File: config.mk
export PLATFORM = sky130hd
export DESIGN_NAME = png_row_unfilter
export DESIGN_NICKNAME = d
export VERILOG_FILES = /design/src/rtl/core/png_ru_pkg.sv /design/src/rtl/core/png_ru_pred.sv /design/src/rtl/core/png_ru_hist.sv /design/src/rtl/core/png_row_unfilter.sv
export SDC_FILE = /design/constraint.sdc
export NUM_CORES = 1
export LEC_CHECK = 0
export ABC_AREA = 1
export BUFFER_PORTS_ARGS = -buffer_cell sky130_fd_sc_hd__buf_2
export CAP_MARGIN = 25
export CORE_UTILIZATION = 42
export DETAILED_ROUTE_END_ITERATION = 8
export GPL_ROUTABILITY_DRIVEN = 0
export GPL_TIMING_DRIVEN = 0
export SYNTH_ARGS = -nofsm -noshare
export SYNTH_HDL_FRONTEND = slang
export SYNTH_SLANG_ARGS = --single-unit
export TNS_END_PERCENT = 10
File: constraint.sdc
create_clock -name clk_i -period 15.6 [get_ports clk_i]
set_input_delay 1.56 -clock clk_i [delete_from_list [all_inputs] [get_ports clk_i]]
set_output_delay 1.56 -clock clk_i [all_outputs]
set_load 0.05 [all_outputs]
File: src/rtl/core/png_ru_pkg.sv
package png_ru_pkg;

  localparam int unsigned MaxBpp = 8;
  localparam int unsigned BppW   = $clog2(MaxBpp + 1);
  localparam int unsigned IdxW   = (MaxBpp > 1) ? $clog2(MaxBpp) : 1;

  localparam logic [6:0] PixelBitsReset = 7'd8;

  localparam logic [7:0] FiltNone  = 8'd0;
  localparam logic [7:0] FiltSub   = 8'd1;
  localparam logic [7:0] FiltUp    = 8'd2;
  localparam logic [7:0] FiltAvg   = 8'd3;
  localparam logic [7:0] FiltPaeth = 8'd4;

  typedef struct packed {
    logic [7:0] left;
    logic [7:0] upper_left;
  } nbr_t;

  // Bytes per pixel, clamped to the supported range.
  function automatic logic [BppW-1:0] bytes_per_pixel(input logic [6:0] pixel_bits);
    logic [7:0] sum;
    logic [4:0] n;
    sum = {1'b0, pixel_bits} + 8'd7;
    n   = sum[7:3];
    if (n == 5'd0) begin
      n = 5'd1;
    end else if (n > 5'(MaxBpp)) begin
      n = 5'(MaxBpp);
    end
    return BppW'(n);
  endfunction

endpackage

File: src/rtl/core/png_ru_pred.sv
module png_ru_pred
  import png_ru_pkg::*;
(
  input  logic [7:0] filtered_i,
  input  logic [7:0] above_i,
  input  logic [7:0] filter_type_i,
  input  nbr_t       nbr_i,
  output logic [7:0] recon_o
);

  logic [7:0] a, b, c;
  logic [8:0] avg_sum;
  logic signed [10:0] pa, pb, pc;
  logic [7:0] paeth;
  logic [7:0] pred;

  assign a = nbr_i.left;
  assign b = above_i;
  assign c = nbr_i.upper_left;

  assign avg_sum = {1'b0, a} + {1'b0, b};

  // Distances from a + b - c to a, b and c.
  always_comb begin
    pa = $signed({3'b000, b}) - $signed({3'b000, c});
    pb = $signed({3'b000, a}) - $signed({3'b000, c});
    pc = $signed({3'b000, a}) + $signed({3'b000, b}) - $signed({2'b00, c, 1'b0});
    if (pa < 0) pa = -pa;
    if (pb < 0) pb = -pb;
    if (pc < 0) pc = -pc;
    if (pa <= pb && pa <= pc) begin
      paeth = a;
    end else if (pb <= pc) begin
      paeth = b;
    end else begin
      paeth = c;
    end
  end

  always_comb begin
    case (filter_type_i)
      FiltSub:   pred = a;
      FiltUp:    pred = b;
      FiltAvg:   pred = avg_sum[8:1];
      FiltPaeth: pred = paeth;
      default:   pred = 8'd0;
    endcase
  end

  assign recon_o = filtered_i + pred;

endmodule

File: src/rtl/core/png_ru_hist.sv
module png_ru_hist
  import png_ru_pkg::*;
(
  input  logic            clk_i,
  input  logic            rst_ni,
  input  logic            advance_i,
  input  logic [BppW-1:0] bpp_i,
  input  logic [7:0]      recon_i,
  input  logic [7:0]      above_i,
  input  logic            row_end_i,
  output nbr_t            nbr_o
);

  logic [7:0]      left_q [MaxBpp];
  logic [7:0]      ul_q   [MaxBpp];
  logic [BppW-1:0] count_q, count_d;
  logic [BppW-1:0] tap;
  logic            in_first_pixel;

  assign tap            = bpp_i - BppW'(1);
  assign in_first_pixel = count_q < bpp_i;

  always_comb begin
    if (in_first_pixel) begin
      nbr_o = '0;
    end else begin
      nbr_o.left       = left_q[tap[IdxW-1:0]];
      nbr_o.upper_left = ul_q[tap[IdxW-1:0]];
    end
  end

  always_comb begin
    count_d = count_q;
    if (row_end_i) begin
      count_d = '0;
    end else if (in_first_pixel) begin
      count_d = count_q + BppW'(1);
    end
  end

  always_ff @(posedge clk_i or negedge rst_ni) begin
    if (!rst_ni) begin
      count_q <= '0;
      for (int k = 0; k < MaxBpp; k++) begin
        left_q[k] <= '0;
        ul_q[k]   <= '0;
      end
    end else if (advance_i) begin
      count_q   <= count_d;
      left_q[0] <= recon_i;
      ul_q[0]   <= above_i;
      for (int k = 1; k < MaxBpp; k++) begin
        left_q[k] <= left_q[k-1];
        ul_q[k]   <= ul_q[k-1];
      end
    end
  end

endmodule

File: src/rtl/core/png_row_unfilter.sv
// Path: an accepted beat is held in the input register and, once the output
// register is empty or being taken, is loaded into the output register to leave.
// Throughput: one beat per cycle while m_axis_tready stays high, held by the
// single compute stage between the input register and the output register.
// Reset: asynchronous, active low; clears both histories, the first-pixel
// count and the valid flags, and sets pixel_bits to 8.
module png_row_unfilter
  import png_ru_pkg::*;
(
  input  logic        clk_i,
  input  logic        rst_ni,
  input  logic        cfg_we_i,
  input  logic [6:0]  cfg_wdata_i,
  input  logic        s_axis_tvalid,
  output logic        s_axis_tready,
  input  logic [15:0] s_axis_tdata,  // filtered_byte [7:0], above_byte [15:8]
  input  logic [7:0]  s_axis_tuser,  // filter_type [7:0]
  input  logic        s_axis_tlast,
  output logic        m_axis_tvalid,
  input  logic        m_axis_tready,
  output logic [7:0]  m_axis_tdata,  // recon_byte [7:0]
  output logic        m_axis_tlast
);

  logic [6:0] pixel_bits_q;
  logic       in_valid_q;
  logic [7:0] in_filt_q, in_above_q, in_type_q;
  logic       in_last_q;
  logic       out_valid_q;
  logic [7:0] out_data_q;
  logic       out_last_q;
  logic       advance;
  logic [7:0] recon;
  nbr_t       nbr;

  assign advance       = in_valid_q && (!out_valid_q || m_axis_tready);
  assign s_axis_tready = !in_valid_q || advance;

  png_ru_hist u_hist (
    .clk_i     (clk_i),
    .rst_ni    (rst_ni),
    .advance_i (advance),
    .bpp_i     (bytes_per_pixel(pixel_bits_q)),
    .recon_i   (recon),
    .above_i   (in_above_q),
    .row_end_i (in_last_q),
    .nbr_o     (nbr)
  );

  png_ru_pred u_pred (
    .filtered_i    (in_filt_q),
    .above_i       (in_above_q),
    .filter_type_i (in_type_q),
    .nbr_i         (nbr),
    .recon_o       (recon)
  );

  always_ff @(posedge clk_i or negedge rst_ni) begin
    if (!rst_ni) begin
      pixel_bits_q <= PixelBitsReset;
      in_valid_q   <= 1'b0;
      out_valid_q  <= 1'b0;
    end else begin
      if (cfg_we_i) begin
        pixel_bits_q <= cfg_wdata_i;
      end
      if (s_axis_tready) begin
        in_valid_q <= s_axis_tvalid;
      end
      if (advance) begin
        out_valid_q <= 1'b1;
      end else if (m_axis_tready) begin
        out_valid_q <= 1'b0;
      end
    end
  end

  always_ff @(posedge clk_i) begin
    if (s_axis_tvalid && s_axis_tready) begin
      in_filt_q  <= s_axis_tdata[7:0];
      in_above_q <= s_axis_tdata[15:8];
      in_type_q  <= s_axis_tuser;
      in_last_q  <= s_axis_tlast;
    end
    if (advance) begin
      out_data_q <= recon;
      out_last_q <= in_last_q;
    end
  end

  assign m_axis_tvalid = out_valid_q;
  assign m_axis_tdata  = out_data_q;
  assign m_axis_tlast  = out_last_q;

endmodule

==> impl_metrics.toml, run 1 <==
[status]
status = "finished, final reports clean"

[logic_synthesis]
yosys.area_share.simple_pct = 22.7
synth_xor_area_share_pct = 1.78
synth-adder-area-share_pct = 10.2
yosys_register_bits = 175
synth_top_family_by_area = "simple AND/OR/NAND/NOR gates"
synth-edff-count = 34
ys_dominant_reg_cell = "dfrtp_1"
avgSynthCellArea_um2 = 7.67
syn_area_um2 = 11300
yosys_warnings = 0
yosys.area.top_type = "dfrtp_1"
synthCells = 1468
synth.distinct_cells = 56
ys_async_sr_fraction_pct = 80.6
yosys-top-cells-area = "dfrtp_1 (31%), nand2_1 (13%), edfxtp_1 (9.1%)"
ys_seq_area_share_pct = 40.4
synth_compound_area_share_pct = 16.1
synth.area.mux_share_pct = 0.389
synth_top_area_share_pct = 31.1

[die]
std_cell_rows = 59
fp.coreArea_um2 = 26200
dieArea_um2 = 27500
die_w_um = 166
die_h_um = 166
io_pins = 48
start_util_pct = 43.0

[clocking]
cts_tree = "yes"
numCtsBuffers = 17
cts_setup_buffers = 0
cts.clk_slew.worst_paths_ns = 0.08
ctsResizeCount = 0
clock_latency_ns = 0.44
clock-sinks = 175
cts.htree.levels = 4
hold_buffers = 0
clk_path_buf_depth = 2
root_buffer = "clkbuf_16"

[sta]
slew_headroom_pct = 40.8
clock.fmax_mhz = 93.6
finalClockSkew_ns = 0.0135
drv_slew = 0
rsz0062_at_grt = "no"
tns_ns = 0
tightest_slew_ns = 0.887
finalHoldViolations = 0
min_period_over_period_pct = 68.5
finalSetupViolCount = 0
finalCriticalPeriod_ns = 10.68

[critical_path]
worstSetupPathType = "flip-flop to flip-flop"
start_kind = "flip-flop"
cp_common_cell = "nand2_1"
worst_path_max_delay_cell = "buf_1"
cpPeakStageDelay_ns = 0.60
endpoint_kind = "flip-flop"
crit_required_ns = 15.80
cp.arrival_ns = 10.89
cp_max_fo = 10

[detailed_routing]
drt_first_pass_iters = 5
wl_um = 31700
avgRoutedWirePerCell_um = 16.7
via_per_inst = 5.36
first_iter_violations = 872
drc = 0
via_count = 10139
final_antenna_net_count = 0

[finish]
final_core_util_pct = 48.0
diodes = 0
layout-drive-gt1-share_pct = 8.99
area_growth_pct = 11.7
nets = 1666
fillers = 2575
layout_common_cells = "nand2_1 (401), inv_1 (181), o21ai_0 (177)"
final_common_cell = "nand2_1"

[global_route]
grt_overflow = 0
globalRouteMet1Util_pct = 34.3
grt_max_degree = 77
grt_pass1_vias = 9464
use_met3_pct = 3.27
grt_pass1_wl_um = 50800
grt_antenna_before_repair = 2
grt_busiest_layer = "met2"
track_usage_pct = 23.7
met2_usage_pct = 36.9

[power_and_ir_drop]
leakagePower_uw = 0.00632
power_density_nw_per_um2 = 252
irDropWorstVdd_uv = 177

[place]
post-dp-hpwl_um = 23700
numPortBuffers = 47

[run]
maxCapViolations = 0

[min_path]
hp-class = "flip-flop to flip-flop"
-- stage by stage --
| step | cells | setup slack, ns | total power, µW | hold WS, ns | instance area, µm² |
|---|---|---|---|---|---|
| after floorplan | 1476 | 8.02 | 2260 | 0.426 | 11300 |
| after global placement | 1858 | 5.21 | 2700 | 0.464 | 12000 |
| after detailed placement | 1860 | 5.17 | 2740 | 0.469 | 12000 |
| after CTS | 1892 | 5.15 | 3180 | 0.486 | 12600 |
| after global routing | 1892 | 4.19 | 3520 | 0.496 | 12600 |
| final | 1892 | 4.92 | 3170 | 0.487 | 12600 |
-- cell families after synthesis --
| family | after synthesis |
|---|---|
| AND/OR/NAND/NOR | 615 |
| AO/OA/AOI/OAI | 324 |
| buffers and inverters | 241 |
| flip-flops | 175 |
| adder cells (fa/ha/maj) | 85 |
| XOR/XNOR | 22 |
| multiplexers | 4 |
| other | 2 |
-- path summary, 6_finish.rpt --
path	slack, ns	from	depth (start not counted)	endpoint
max in group asynchronous	13.65	rst_ni	2	u_hist.ul_q[50]
max	4.92	pixel_bits_q[3]	52	m_axis_tdata[7]
min	0.49	u_hist.left_q[2]	2	u_hist.left_q[2]
min reg2reg	0.49	u_hist.left_q[2]	2	u_hist.left_q[2]
max reg2reg	4.92	pixel_bits_q[3]	52	m_axis_tdata[7]
min in group asynchronous	1.15	rst_ni	1	u_hist.ul_q[15]
-- state kept, by name, summed over array words and instances, names as in the netlist --
name	count
u_hist.ul_q	64
u_hist.left_q	64
m_axis_tvalid	1
m_axis_tdata	8
in_valid_q	1
in_last_q	1
pixel_bits_q	7
in_filt_q	8
in_type_q	8
in_above_q	8
m_axis_tlast	1
u_hist.count_q	4
-- worst max-delay path: cells and delay by family (launching register included) --
family          cells  cell delay (ns)
buf+inv            14             3.29
compound gates     15             2.73
simple gates       17             1.87
fa+ha+maj           5             1.74
flops               1             0.54
xor+xnor            1             0.26
-- where the power goes --
group	switching (µW)	leakage (µW)	total, µW	internal (µW)
Clock	205	0.000286	421	217
Sequential	97.8	0.00215	718	621
Combinational	1300	0.00388	2030	736
-- layer usage --
metal / wire length (µm) / part of all wire, % / vias up
met5: 0 / 0 / -
met4: 473 / 1.5 / 0
met3: 1970 / 6.2 / 39
met2: 14100 / 45 / 299
met1: 15100 / 48 / 4833
li1: - / - / 4968
-- synth_stat cells (6+ instances only) --
library cell    n
a21oi_1        75
buf_2          13
clkbuf_1       33
dfrtp_1       140
edfxtp_1       34
fa_1           11
ha_1           74
inv_1         181
nand2_1       401
nand2_2        14
nand3_1        70
nand4_1        12
nor2_1         85
nor3_1          9
o211ai_1       35
o21ai_0       177
o21ai_1         6
xnor2_1         7
xor2_1         14
-- layout make-up --
| type | instances | area [µm²] | area share, % |
|---|---|---|---|
| clock inverter | 14 | 140 | 1.11 |
| tap | 335 | 419 | 3.33 |
| inverter | 187 | 702 | 5.58 |
| clock buffer | 18 | 439 | 3.49 |
| multi-input combinational | 1060 | 5810 | 46.2 |
| buffer | 54 | 238 | 1.89 |
| sequential | 175 | 4550 | 36.2 |
| timing repair buffer | 49 | 284 | 2.26 |
(Power assumes the default switching activity.)
==> run 2, diff against run 1 <==
==> constraint.sdc (replaced) <==
create_clock -name clk_i -period 10.4 [get_ports clk_i]
set_input_delay 1.04 -clock clk_i [delete_from_list [all_inputs] [get_ports clk_i]]
set_output_delay 1.04 -clock clk_i [all_outputs]
set_load 0.05 [all_outputs]
==> run 2 against run 1 <==
Compared with the run above: register-to-register slack worse by 4.2 ns; wire length about the same; global-route usage unchanged; core utilization about the same; fmax up 10%; via count about the same.
==> impl_metrics.toml, run 2 (same netlist as run 1, synthesis figures left out) <==
[power_and_ir_drop]
leakagePower_uw = 0.00633
irDropWorstVdd_uv = 265
power_density_nw_per_um2 = 378
p_total_uw = 4770

[sta]
clock.fmax_mhz = 103
finalHoldViolations = 0
finalCriticalPeriod_ns = 9.71
min_period_over_period_pct = 93.4
drv_slew = 0
rsz0062_at_grt = "no"
slew_headroom_pct = 40.3
finalSetupViolCount = 0
fin_ws_ns = 0.685
tightest_slew_ns = 0.895
finalClockSkew_ns = 0.0144

[global_route]
grt_antenna_before_repair = 2
track_usage_pct = 23.7
grt_max_degree = 77
grt_pass1_vias = 9460
grt_pass1_wl_um = 50700
grt_overflow = 0

[min_path]
hold_start = "u_hist.left_q[2]"
hp-class = "flip-flop to flip-flop"

[clocking]
root_buffer = "clkbuf_16"
cts_tree = "yes"
cts.clk_slew.worst_paths_ns = 0.07
clock-sinks = 175
cts.htree.levels = 4
clk_path_buf_depth = 2
numCtsBuffers = 17
clock_latency_ns = 0.44

[finish]
diodes = 0
largestRegisters = "u_hist.left_q (64), u_hist.ul_q (64)"
nets = 1665
area_growth_pct = 11.8
final_common_cell = "nand2_1"
final_core_util_pct = 48.0
stdcell_area_um2 = 12600
layout-drive-gt1-share_pct = 9.45
instances_no_fill = 1891
layout_common_cells = "nand2_1 (401), inv_1 (181), o21ai_0 (176)"

[critical_path]
endpoint_kind = "flip-flop"
worstSetupPathType = "flip-flop to flip-flop"
cp_max_fo = 10
start_kind = "flip-flop"
cp-startpoint = "pixel_bits_q[2]"
r2r_start = "pixel_bits_q[2]"
cpPeakStageDelay_ns = 0.51
worst_path_max_delay_cell = "ha_2"
crit_required_ns = 10.60
cp_common_cell = "nand2_1"
cp.arrival_ns = 9.92

[detailed_routing]
drt_first_pass_iters = 5
avgRoutedWirePerCell_um = 16.7
final_antenna_net_count = 0
wl_um = 31700
drc = 0
via_per_inst = 5.37
via_count = 10146
first_iter_violations = 919

[place]
numPortBuffers = 47
post-dp-hpwl_um = 23700
dpl_worst_slack_ns = -0.0257
placed_cells = 1860
placedInstanceArea_um2 = 12000

[status]
status = "finished, final reports clean"

[die]
die_w_um = 166
dieArea_um2 = 27500
io_pins = 48
die_h_um = 166
start_util_pct = 43.0
fp.coreArea_um2 = 26200
std_cell_rows = 59

[run]
maxCapViolations = 0
-- run 2: metrics by stage --
step / hold slack, ns / TNS, ns
after detailed placement: 0.469 / -0.0257
after CTS: 0.486 / 0
final: 0.487 / 0
after global placement: 0.464 / 0
after global routing: 0.496 / 0
after floorplan: 0.426 / 0
-- run 2: path summary, 6_finish.rpt --
check	depth (start not counted)	end	slack (ns)
max	47	m_axis_tdata[7]	0.69
min	2	u_hist.left_q[2]	0.49
max reg2reg	47	m_axis_tdata[7]	0.69
min reg2reg	2	u_hist.left_q[2]	0.49
max in group asynchronous	2	u_hist.ul_q[61]	8.98
min in group asynchronous	1	u_hist.ul_q[15]	0.63
-- run 2: repair_timing --
| action | 4_1_cts | 5_1_grt |
|---|---|---|
| hold buffers | 0 | 0 |
| buffers inserted | 0 | 0 |
| setup endpoints to repair | 1 | 8 |
| gates resized for setup | 2 | 10 |
-- run 2: final cells by class --
class                   count  area, µm²
plain buffers              53        243
repair buffers             49        284
well taps                 335        419
flip-flops and latches    175       4550
fillers                  2573      13600
inverters                 187        702
clock inverters            14        140
multi-input cells        1060       5810
clock buffers              18        439
-- run 2: critical path, delay by kind of cell, from the launching register on --
family,cells,cell delay (ns)
compound gates,12,2.28
xor+xnor,2,0.58
fa+ha+maj,5,1.91
buf+inv,9,1.75
flops,1,0.41
simple gates,19,2.53
-- run 2: power breakdown --
| group | switching [µW] | leakage (µW) | internal (µW) |
|---|---|---|---|
| sequential | 146 | 0.00215 | 931 |
| combinational | 1950 | 0.00390 | 1110 |
| clock | 308 | 0.000286 | 325 |
| total | 2400 | 0.00633 | 2360 |
-- run 2: layer usage --
layer	vias to the layer above	track usage, %	share of wire (%)
met1	4839	34.3	48
met5	-	0	0
li1	4966	-	-
met3	40	3.27	6.0
met4	0	6.66	1.5
met2	301	36.9	44
==> run 3, diff against run 2 <==
--- a/config.mk
+++ b/config.mk
@@ -5,7 +5,6 @@
 export SDC_FILE = /design/constraint.sdc
 export NUM_CORES = 1
 export LEC_CHECK = 0
-export ABC_AREA = 1
 export BUFFER_PORTS_ARGS = -buffer_cell sky130_fd_sc_hd__buf_2
 export CAP_MARGIN = 25
 export CORE_UTILIZATION = 42
==> run 3 against run 2 <==
Compared with the run above: synthesized cell count fell by 18%; sequential cell count is the same; non-clock buffer count down 3; die area is 1.1% lower.
==> impl_metrics.toml, run 3 <==
[logic_synthesis]
avgSynthCellArea_um2 = 9.25
synth-edff-count = 34
yosys_register_bits = 175
syn_area_um2 = 11100
yosys_warnings = 0
ys_async_sr_fraction_pct = 80.6
yosysMostFrequentCell = "nand2_1"
synth_top_area_share_pct = 31.4
ys_dominant_reg_cell = "dfrtp_1"
ys_seq_area_share_pct = 40.8
synthCells = 1205
yosys-top-cells-area = "dfrtp_1 (31%), nand2_1 (14%), edfxtp_1 (9.2%)"
yosys.area.top_type = "dfrtp_1"
synth_commonest_cells = "nand2_1 (427), dfrtp_1 (140), ha_1 (74)"
synth.distinct_cells = 81

[sta]
finalClockSkew_ns = 0.0219
tightest_slew_ns = 0.712
min_period_over_period_pct = 94.6
finalCriticalPeriod_ns = 9.84
finalSetupViolCount = 0
slew_headroom_pct = 51.9
fin_ws_ns = 0.564
clock.fmax_mhz = 102
hold_ws_ns = 0.480
drv_slew = 0
finalHoldViolations = 0

[place]
post-dp-hpwl_um = 20000
dpl_worst_slack_ns = -1.24
numPortBuffers = 46

[clocking]
cts.clk_slew.worst_paths_ns = 0.07
clock-sinks = 175
cts_tree = "yes"
cts.htree.levels = 4
clk_path_buf_depth = 2
numCtsBuffers = 17
hold_buffers = 0
root_buffer = "clkbuf_16"
clock_latency_ns = 0.45

[die]
die_w_um = 165
dieArea_um2 = 27200
io_pins = 48
start_util_pct = 42.8
std_cell_rows = 59
fp.coreArea_um2 = 26100
die_h_um = 165

[finish]
layout-drive-gt1-share_pct = 13.6
fillers = 2423
diodes = 0
largestRegisters = "u_hist.left_q (64), u_hist.ul_q (64)"
area_growth_pct = 13.6
final_common_cell = "nand2_1"
nets = 1406
layout_common_cells = "nand2_1 (427), dfrtp_1 (140), ha_1 (73)"

[power_and_ir_drop]
leakagePower_uw = 0.00602
swShare_pct = 43.6
switchingPower_uw = 1600
p_clk_share_pct = 18.4
pwr-share-comb_pct = 55.2
irDropWorstVdd_uv = 179
power_density_nw_per_um2 = 290
p_total_uw = 3670
internal_power_uw = 2070
seq_power_share_pct = 26.4

[critical_path]
reg2reg_slack_ns = 0.56
cp_common_cell = "a21oi_1"
cp-startpoint = "pixel_bits_q[3]"
worstSetupPathType = "flip-flop to flip-flop"
start_kind = "flip-flop"
cp_max_fo = 10
r2r_start = "pixel_bits_q[3]"
path_delay_family = "compound AO/OA/AOI/OAI gates"
worst_path_max_delay_cell = "dfstp_2"
cpPeakStageDelay_ns = 0.54
cp.arrival_ns = 10.01
endpoint_kind = "flip-flop"
r2r_end = "m_axis_tdata[7]"
crit_required_ns = 10.58
cp_num_buf_inv = 4
reg2regPathDepth = 42

[min_path]
min_to = "u_hist.ul_q[7]"
whs_path_depth = 2
hold_start = "u_hist.ul_q[7]"
hp-class = "flip-flop to flip-flop"

[detailed_routing]
final_antenna_net_count = 0
via_per_inst = 5.27
first_iter_violations = 529
drt_first_pass_iters = 6
avgRoutedWirePerCell_um = 16.5
drc = 0
via_count = 8608
wl_um = 26900

[run]
maxCapViolations = 0

[global_route]
grt_antenna_before_repair = 0
track_usage_pct = 21.2
grt_pass1_wl_um = 44000
grt_overflow = 0
grt_max_degree = 85
grt_pass1_vias = 8286

[status]
status = "finished, final reports clean"
-- run 3: cell count changes in the layout (fill, tap and decap cells not counted), sizes merged, moves of 17 or more --
cell    delta
mux2i     +18
nand3     -68
o211ai    -32
mux4      +32
inv      -132
nor2      -48
o21ai    -146
a21oi     -38
a21o      +17
xnor2     +28
-- run 3: cells by family (layout without fill, tap and decap cells) --
group	count (synthesis)	count (layout)	share of synthesized area, %
other	2	10	0.0674
adders and majority gates	89	89	10.7
AOI/OAI and AO/OA	168	168	10.4
buffers and inverters	102	186	3.55
and+or+nand+nor	552	552	20.8
DFF	175	175	40.8
xor gates and xnor gates	55	55	4.32
muxes	62	62	9.35
-- run 3: layout make-up --
cell class	instances	area, µm²	area share, %
clock inverters	14	178	1.40
well taps	335	419	3.31
plain buffers	46	210	1.66
flip-flops and latches	175	4550	36.0
repair buffers	53	322	2.54
clock buffers	18	450	3.56
inverters	55	206	1.63
multi-input cells	936	6320	49.9
-- run 3: per-stage QoR --
step	util (%)	setup TNS, ns	instance area (µm²)	cells
finish	48.6	0	12700	1632
global route	48.6	-0.0000169	12700	1632
CTS	48.2	0	12600	1631
detailed placement	45.6	-3.46	11900	1598
global placement	45.4	-2.66	11800	1594
floorplan	-	0	11200	1213
-- run 3: power by group through the flow --
stage / sequential (µW) / clock, µW / combinational, µW
3_5_place_dp: 982 / 0 / 1980
2_1_floorplan: 954 / 0 / 1550
6_report: 971 / 675 / 2030
3_3_place_gp: 979 / 0 / 1940
4_1_cts: 970 / 689 / 2000
5_1_grt: 992 / 717 / 2290
-- run 3: layer usage --
| layer | vias up | share of wire, % | GRT usage, % |
|---|---|---|---|
| met4 | 0 | 1.7 | 6.01 |
| met3 | 31 | 4.7 | 4.47 |
| met5 | - | 0 | 0 |
| met1 | 4123 | 50 | 30.3 |
| met2 | 180 | 44 | 32.2 |
| li1 | 4274 | - | - |
-- run 3: worst reg2reg max path: cells and delay by family (launching register included) --
family          cells  cell delay, ns
flops               1            0.54
fa+ha+maj           7            2.53
mux                 3            0.90
xor+xnor            3            0.58
simple gates        6            0.58
buf+inv             4            0.72
compound gates     19            3.73
-- run 3: what timing repair did --
item                                    4_1_cts  5_1_grt
resized for setup                            11       32
pin swaps                                     1        2
endpoints found under the hold margin         0        0
endpoints found under the setup margin        8        4
buffers inserted                              1        2
-- run 3: worst max path at each step --
stage | to | slack, ns | depth (start not counted)
2_1_floorplan | m_axis_tdata[7] | 1.07 | 41
3_3_place_gp | m_axis_tdata[7] | -1.12 | 41
3_5_place_dp | m_axis_tdata[7] | -1.24 | 41
4_1_cts | m_axis_tdata[7] | 0.008 | 43
5_1_grt | m_axis_tdata[7] | -0.00002 | 41
6_report | m_axis_tdata[7] | 0.56 | 42
